--- config.mk ---
export PLATFORM = sky130hd
export DESIGN_NAME = tps_out_fifo
export DESIGN_NICKNAME = d
export VERILOG_FILES = /design/src/sv/tps_pkg.sv /design/src/sv/tps_out_fifo.sv
export SDC_FILE = /design/constraint.sdc
export NUM_CORES = 1
export LEC_CHECK = 0
export ABC_AREA = 0
export BUFFER_PORTS_ARGS = -buffer_cell sky130_fd_sc_hd__buf_2
export CAP_MARGIN = 20
export CELL_PAD_IN_SITES_DETAIL_PLACEMENT = 1
export CELL_PAD_IN_SITES_GLOBAL_PLACEMENT = 1
export CORE_MARGIN = 3
export CORE_UTILIZATION = 40
export CTS_CLUSTER_DIAMETER = 30
export DETAILED_ROUTE_END_ITERATION = 10
export GPL_ROUTABILITY_DRIVEN = 0
export PLACE_DENSITY = 0.76
export SLEW_MARGIN = 20
export SYNTH_ARGS = -nofsm -noshare
export SYNTH_HDL_FRONTEND = slang
export SYNTH_SLANG_ARGS = --single-unit
--- constraint.sdc ---
create_clock -name clk -period 2.4 [get_ports clk]
set_input_delay 0.36 -clock clk [delete_from_list [all_inputs] [get_ports clk]]
set_output_delay 0.36 -clock clk [all_outputs]
set_load 0.05 [all_outputs]
--- src/sv/tps_pkg.sv ---
// ----------------------------------------------------------------------------
// Trapezoidal pulse shaper package
// Shared widths, register indexes and sizes for the shaper and its output
// queue.
// ----------------------------------------------------------------------------
package tps_pkg;

  localparam int DELAY_DEPTH = 8192;
  localparam int SAMPLE_BITS = 16;

  localparam int ADDR_BITS    = $clog2(DELAY_DEPTH);
  localparam int CFG_BITS     = 12;
  localparam int TAP_BITS     = CFG_BITS + 1;
  localparam int SEEN_BITS    = 14;
  localparam int ACC_BITS     = 32;
  localparam int DELTA_BITS   = SAMPLE_BITS + 2;
  localparam int S_TDATA_BITS = ((SAMPLE_BITS + 7) / 8) * 8;

  localparam logic [SEEN_BITS-1:0] SEEN_MAX = {SEEN_BITS{1'b1}};

  localparam logic [CFG_BITS-1:0] RISE_LENGTH_RESET = 12'd2500;
  localparam logic [CFG_BITS-1:0] GAP_DELAY_RESET   = 12'd3000;

  localparam int CFG_INDEX_BITS = 1;
  localparam logic [CFG_INDEX_BITS-1:0] REG_RISE_LENGTH = 1'b0;
  localparam logic [CFG_INDEX_BITS-1:0] REG_GAP_DELAY   = 1'b1;

  localparam int OUT_FIFO_DEPTH = 4;
  localparam int OUT_PTR_BITS   = $clog2(OUT_FIFO_DEPTH);
  localparam int OUT_LEVEL_BITS = $clog2(OUT_FIFO_DEPTH + 1);

endpackage

--- src/sv/tps_out_fifo.sv ---
// ----------------------------------------------------------------------------
// Shaper output queue
// Small register queue that holds shaped values until the receiver takes
// them and reports its fill level for flow control.
// ----------------------------------------------------------------------------
module tps_out_fifo (
  input  logic                               clk,
  input  logic                               rst,
  input  logic                               push,
  input  logic [tps_pkg::ACC_BITS-1:0]       push_data,
  output logic [tps_pkg::OUT_LEVEL_BITS-1:0] level,
  output logic                               m_tvalid,
  input  logic                               m_tready,
  output logic [tps_pkg::ACC_BITS-1:0]       m_tdata     // shaped_out
);

  logic [tps_pkg::ACC_BITS-1:0]       entries [tps_pkg::OUT_FIFO_DEPTH];
  logic [tps_pkg::OUT_PTR_BITS-1:0]   wr_ptr;
  logic [tps_pkg::OUT_PTR_BITS-1:0]   rd_ptr;
  logic [tps_pkg::OUT_LEVEL_BITS-1:0] count;
  logic                               pop;

  assign pop      = m_tvalid && m_tready;
  assign m_tvalid = (count != '0);
  assign m_tdata  = entries[rd_ptr];
  assign level    = count;

  always_ff @(posedge clk) begin
    if (rst) begin
      wr_ptr <= '0;
      rd_ptr <= '0;
      count  <= '0;
    end else begin
      if (push) begin
        wr_ptr <= wr_ptr + 1'b1;
      end
      if (pop) begin
        rd_ptr <= rd_ptr + 1'b1;
      end
      unique case ({push, pop})
        2'b10:   count <= count + 1'b1;
        2'b01:   count <= count - 1'b1;
        default: count <= count;
      endcase
    end
  end

  always_ff @(posedge clk) begin
    if (push) begin
      entries[wr_ptr] <= push_data;
    end
  end

endmodule
=== Word level (Yosys, flattened, before mapping) ===
Memories as Yosys holds them, arrays and structs flattened. A register that Yosys moved wholly into a read port is not among the register bits.
Cells that the tools add are included.

* Register bits: 7
* Memory bits (writable): 128
* Input port bits: 36
* Memories kept: 1

{| class="wikitable"
|+ Memory list
! memory !! words !! width !! read ports !! clocked after Yosys merged registers in !! wr ports !! line !! source
|-
| entries || 4 || 32 || 1 || 1 || 1 || tps_out_fifo.sv:17 || <nowiki>logic [tps_pkg::ACC_BITS-1:0] entries [tps_pkg::OUT_FIFO_DEPTH];</nowiki>
|}

* Muxes and demuxes: 5
* Reductions and logical operators: 3
* Equality and inequality tests: 2
* Add/sub/neg operators: 4

{| class="wikitable"
|+ Operator list
! cell !! count
|-
| case mux 3 bit (2 select lines) || 1
|-
| adder 2 x 1 -> 2 bit, second input constant || 2
|-
| 2-to-1 mux 2 bit || 2
|-
| adder 3 x 1 -> 3 bit, second input constant || 1
|-
| nonzero test 3 bit || 1
|-
| subtractor 3 x 1 -> 3 bit, second input constant || 1
|-
| == test 2 x 1 -> 1 bit, second input constant || 1
|-
| == test 2 bit, second input constant || 1
|-
| 2-to-1 mux 1 bit || 2
|-
| nonzero test 2 bit || 1
|-
| logical AND 1 bit || 1
|}

=== Longest topological paths before layout ===
Gate-level depths: netlist (run 1).

* Word-level depth: 4
* Gate-level depth with buffers: 7
* Depth with buffers taken out: 7

=== Least setup slack after synthesis (run 1) ===
Ideal clock, no wire load.

* Kind: reg-to-reg
* From: register count, in the netlist level[0]
* To: register count, in the netlist level[2]
* Period minus slack after synthesis: 2,148 ps
* Arrival time: 2,078 ps
* Path buffers: 0
* Required time: 2,330 ps
* Setup slack: 252 ps
* Cell stages (with the launch flop): 8
* Path through: dfxtp_1 o31a_1 ha_1 inv_1 fa_1 xor2_1 or3_1 a21oi_1

* Word-level cells in the longest chain between the ends: 4

{| class="wikitable"
|+ RTL lines
! element !! line !! source
|-
| from (decl) || tps_out_fifo.sv:20 || <nowiki>logic [tps_pkg::OUT_LEVEL_BITS-1:0] count;</nowiki>
|-
| from (signal assigned) || tps_out_fifo.sv:41 || <nowiki>2'b10: count <= count + 1'b1;</nowiki>
|-
| from (signal assigned) || tps_out_fifo.sv:42 || <nowiki>2'b01: count <= count - 1'b1;</nowiki>
|-
| from (signal assigned) || tps_out_fifo.sv:43 || <nowiki>default: count <= count;</nowiki>
|-
| nonzero test 3 bit (*) || tps_out_fifo.sv:24 || <nowiki>assign m_tvalid = (count != '0);</nowiki>
|-
| logical AND 1 bit (*) || tps_out_fifo.sv:23 || <nowiki>assign pop = m_tvalid && m_tready;</nowiki>
|-
| net pop || tps_out_fifo.sv:21 || <nowiki>logic pop;</nowiki>
|-
| == test 2 x 1 -> 1 bit / == test 2 bit (equally long branches) || tps_out_fifo.sv:40 || <nowiki>unique case ({push, pop})</nowiki>
|-
| case mux 3 bit (2 select lines) / nonzero test 2 bit (equally long branches) || - ||
|}

The timed path passes the listed nets; every way through them passes the cells marked *.
A chain may end at the register's enable or synchronous reset.

==> results.sh, run 1 <==
export IMPL_ir_worst_vdd_v=0.000708
export IMPL_grt_pass1_vias=2648
export IMPL_grt_setup_unrepaired="false"
export IMPL_cts_resized=0
export IMPL_worst_hold_path_num_cells=1
export IMPL_initial_core_util=0.416
export IMPL_crit_slowest_cell="dfxtp_2"
export IMPL_drive_gt1_frac=0.453
export IMPL_cts_tree="yes"
export IMPL_grt_busiest_layer="met2"
export IMPL_power_density_mw_per_mm2=1160
export IMPL_clk_latency_ps=410
export IMPL_dr_pass1_iters=4
export IMPL_r2r_end="level[2]"
export IMPL_crit_chain="buf_4 > mux4_1 > buf_2"
export IMPL_vias=2386
export IMPL_grt_use_met2=0.240
export IMPL_yosysWarnings=0
export IMPL_ios=72
export IMPL_die_y_um=119
export IMPL_worstSetupEndpointType="primary output"
export IMPL_syn_inst=214
export IMPL_root_buffer="clkbuf_16"
export IMPL_yosys_cell_types_count=21
export IMPL_required_ps=2040
export IMPL_grt_first_pass_wirelength_mm=14.8
export IMPL_hp_class="in -> reg"
export IMPL_min_from="push_data[6]"
export IMPL_pre_cts_slack_ps=428
export IMPL_rrSetupSlack_ps=460
export IMPL_min_to="entries[3][6]"
export IMPL_cts_max_level=4
export IMPL_crit_family="flip-flops"
export IMPL_start_kind="flip-flop"
export IMPL_drv_cap=0
export IMPL_layout_common_cells="edfxtp_1 (128), buf_2 (71), mux4_2 (30)"
export IMPL_critical_path_max_stage_delay_ps=590
export IMPL_synth_seq_area_share=0.789
export IMPL_cts_buffers_inserted=17
export IMPL_worstRegToRegCells=7
export IMPL_clkSinkCount=137
export IMPL_first_iter_violations=172
export IMPL_dieWidth_um=119
export IMPL_numPlacedInstances=452
export IMPL_core_sq_mm=0.0123
export IMPL_nFillCells=1119
export IMPL_grtUsageTotal=0.143
export IMPL_status="complete, no violations"
export IMPL_synth_seq_cells=137
export IMPL_placed_area_sq_mm=0.00570
export IMPL_syn_area_sq_mm=0.00510
export IMPL_fin_ws_ps=122
export IMPL_postCtsSetupBuffers=0
export IMPL_arrival_ps=1920
export IMPL_viasPerCell=4.93
export IMPL_setup_viol=0
export IMPL_finalSetupTns_ps=0
export IMPL_final_cells=484
export IMPL_dp_hpwl_mm=6.03
export IMPL_skew_ps=5.57
export IMPL_antenna_found_initial=1
export IMPL_wirelength_mm=9.47
export IMPL_max_freq_mhz=439
export IMPL_detail_route_antenna_nets=0
export IMPL_grt_use_met1=0.165
export IMPL_fin_crit_ps=2280
export IMPL_drc=0
export IMPL_clockBufferDepth=2
export IMPL_mostFrequentLayoutCell="edfxtp_1"
export IMPL_insertedDiodeCount=0
export IMPL_crit_buf_inv=2
export IMPL_io_buffers=71
export IMPL_reg2reg_from="level[0]"
export IMPL_worstMarginPinSlew_ps=477
export IMPL_syn_nets=256
export IMPL_ctsHoldBuffers=0
export IMPL_area_growth_pct=24.1
export IMPL_power_leakage_nw=2.18
export IMPL_grt_remaining_overflow=0
export IMPL_fin_area_sq_mm=0.00633
export IMPL_hold_viol=0
export IMPL_use_met3=0.0617
export IMPL_fin_crit_sh=0.949
export IMPL_grt_max_degree=33
export IMPL_drv_slew=0
export IMPL_wl_per_cell_um=19.6
export IMPL_rows=40
export IMPL_worstSetupPathType="reg -> out"
export IMPL_slew_headroom=0.682
export IMPL_dieArea_sq_mm=0.0141
export IMPL_postSynthAreaPerCell_sq_um=23.8
export IMPL_layout_nets=345
export IMPL_critPathMaxFanout=16
export IMPL_clk_transition_reported_paths_ps=60
cells in the mapped netlist, drive strengths merged:
library cell / instances / area [sq um]
nor2: 8 / 30.0
o31a: 1 / 8.76
xor2: 3 / 26.3
ha: 5 / 62.6
o21ai: 1 / 5.00
edfxtp: 128 / 3840
buf: 7 / 86.3
dfxtp: 9 / 180
mux2i: 1 / 10.0
and2: 4 / 25.0
or3: 2 / 12.5
o311ai: 1 / 8.76
a21oi: 2 / 10.0
inv: 6 / 22.5
fa: 1 / 20.0
clkbuf: 1 / 3.75
mux4: 32 / 728
xnor2: 2 / 17.5
kinds of logic after synthesis:
family          Yosys count  share of synthesized area
fa+ha+maj                 6                     0.0162
mux                      33                      0.145
xor+xnor                  5                    0.00859
buf+inv                  14                     0.0221
simple gates             14                     0.0132
flops                   137                      0.789
compound gates            5                    0.00638
registers in the layout (all words and copies together) (netlist names), named ones only:
signal / count
wr_ptr: 2
rd_ptr: 2
entries: 128
level: 3
stage by stage:
step / total power, mW / hold WS, ps / utilization
floorplan: 4.32 / 459 / -
global placement: 4.63 / 512 / 0.465
detailed placement: 4.67 / 540 / 0.465
CTS: 7.45 / 141 / 0.516
global route: 7.65 / 148 / 0.516
finish: 7.34 / 164 / 0.516
how the worst max path moves through the flow:
stage | end | slack [ps] | cells after the start
6_report | m_tdata[26] | 120 | 3
2_1_floorplan | level[2] | 250 | 7
5_1_grt | m_tdata[26] | 10 | 3
3_3_place_gp | m_tdata[26] | 530 | 3
4_1_cts | m_tdata[26] | 50 | 3
3_5_place_dp | level[2] | 430 | 8
power breakdown:
group / internal [mW] / leakage (nW) / total [mW] / switching [mW]
sequential: 2.77 / 1.25 / 2.84 / 0.0769
clock: 1.83 / 0.301 / 2.75 / 0.925
combinational: 0.562 / 0.630 / 1.75 / 1.18
layer usage:
metal  vias up  part of all wire
li1       1071                 -
met1      1235              0.40
met2        64              0.53
met3        14             0.052
met4         2             0.013
met5         -           0.00074
layout make-up:
cell class / count / area, sq um / area share
timing repair buffer: 78 / 470 / 0.0743
tap: 168 / 210 / 0.0332
clock buffer: 18 / 429 / 0.0678
multi-input combinational: 63 / 970 / 0.153
inverter: 6 / 22.5 / 0.00356
clock inverter: 14 / 204 / 0.0322
sequential: 137 / 4030 / 0.636
Note: power is estimated with default switching activity, not from simulation.
==> run 2: changes to the inputs <==
Settings changed: MAX_ROUTING_LAYER set to met4.
==> results.sh, run 2 (synthesized netlist as in run 1, its figures left out) <==
export IMPL_drc=0
export IMPL_dp_hpwl_mm=6.03
export IMPL_worstSetupEndpointType="primary output"
export IMPL_clockBufferDepth=2
export IMPL_hold_ws_ps=163
export IMPL_numPlacedInstances=452
export IMPL_arrival_ps=1920
export IMPL_drv_slew=0
export IMPL_initial_core_util=0.416
export IMPL_regMostFlops="entries"
export IMPL_worst_hold_path_num_cells=1
export IMPL_detail_route_antenna_nets=0
export IMPL_die_y_um=119
export IMPL_utilization=0.517
export IMPL_dieWidth_um=119
export IMPL_layout_common_cells="edfxtp_1 (128), buf_2 (71), mux4_2 (30)"
export IMPL_grtUsageTotal=0.147
export IMPL_fin_crit_ps=2280
export IMPL_fin_crit_sh=0.949
export IMPL_final_cells=485
export IMPL_nFillCells=1119
export IMPL_cts_resized=0
export IMPL_grt_remaining_overflow=0
export IMPL_clk_transition_reported_paths_ps=60
export IMPL_grt_setup_unrepaired="false"
export IMPL_core_sq_mm=0.0123
export IMPL_power_leakage_nw=2.18
export IMPL_pre_cts_slack_ps=428
export IMPL_required_ps=2040
export IMPL_min_from="push_data[6]"
export IMPL_placed_area_sq_mm=0.00570
export IMPL_dr_pass1_iters=4
export IMPL_wirelength_mm=9.49
export IMPL_first_iter_violations=177
export IMPL_wl_per_cell_um=19.6
export IMPL_hp_class="in -> reg"
export IMPL_crit_chain="buf_4 > mux4_1 > buf_2"
export IMPL_antenna_found_initial=1
export IMPL_clk_latency_ps=410
export IMPL_skew_ps=5.79
export IMPL_layout_nets=345
export IMPL_worstSetupPathType="reg -> out"
export IMPL_cts_max_level=4
export IMPL_min_to="entries[3][6]"
export IMPL_vias=2379
export IMPL_ir_worst_vdd_v=0.000708
export IMPL_area_growth_pct=24.2
export IMPL_grt_max_degree=33
export IMPL_postCtsSetupBuffers=0
export IMPL_worstRegToRegCells=7
export IMPL_drive_gt1_frac=0.453
export IMPL_rows=40
export IMPL_worstMarginPinSlew_ps=479
export IMPL_critPathMaxFanout=16
export IMPL_viasPerCell=4.91
export IMPL_dieArea_sq_mm=0.0141
export IMPL_p_total_mw=7.34
export IMPL_mostFrequentLayoutCell="edfxtp_1"
export IMPL_reg2reg_from="level[0]"
export IMPL_clkSinkCount=137
export IMPL_rrSetupSlack_ps=460
export IMPL_start_kind="flip-flop"
export IMPL_power_density_mw_per_mm2=1160
export IMPL_setup_viol=0
export IMPL_ios=72
export IMPL_fin_area_sq_mm=0.00633
export IMPL_grt_pass1_vias=2658
export IMPL_root_buffer="clkbuf_16"
export IMPL_hold_viol=0
export IMPL_max_freq_mhz=439
export IMPL_grt_first_pass_wirelength_mm=14.8
export IMPL_status="complete, no violations"
export IMPL_finalSetupTns_ps=0
export IMPL_critical_path_max_stage_delay_ps=590
export IMPL_io_buffers=71
export IMPL_crit_slowest_cell="dfxtp_2"
export IMPL_ctsHoldBuffers=0
export IMPL_slew_headroom=0.681
export IMPL_r2r_end="level[2]"
export IMPL_cts_tree="yes"
export IMPL_fin_ws_ps=122
export IMPL_drv_cap=0
export IMPL_cts_buffers_inserted=17
export IMPL_largest_register_ffs=128
## run 2: worst max-delay path: cells and delay by family (launching register included)
family                 cells  cell delay [ps]
DFF                        1              590
buffers and inverters      2              560
muxes                      1              360
## run 2: worst max-delay path by stage
stage / from / depth (start not counted) / to / slack [ps]
after floorplan: level[0] / 7 / level[2] / 250
final: flip-flop / 3 / m_tdata[26] / 120
after CTS: flip-flop / 3 / m_tdata[26] / 50
after global routing: flip-flop / 3 / m_tdata[26] / 20
after detailed placement: m_tready / 8 / level[2] / 430
after global placement: flip-flop / 3 / m_tdata[26] / 530
## run 2: routing by layer
metal	wire, um	vias up	GRT usage	share of wire
met5	0	-	-	0
met4	111	0	0.0536	0.012
met3	469	11	0.0575	0.049
met2	5000	66	0.240	0.53
met1	3910	1229	0.166	0.41
li1	-	1073	-	-
## run 2: cell type report
type / instances / area [sq um] / share of cell area
Tap cell: 168 / 210 / 0.0332
Sequential cell: 137 / 4030 / 0.636
Clock buffer: 18 / 429 / 0.0677
Multi-Input combinational cell: 63 / 970 / 0.153
Clock inverter: 14 / 204 / 0.0322
Inverter: 6 / 22.5 / 0.00356
Antenna cell: 1 / 2.50 / 0.000395
Timing Repair Buffer: 78 / 470 / 0.0743
## run 2: where the power goes
group	leakage, nW	internal (mW)	switching, mW
clock	0.301	1.83	0.922
sequential	1.25	2.77	0.0768
combinational	0.630	0.562	1.19
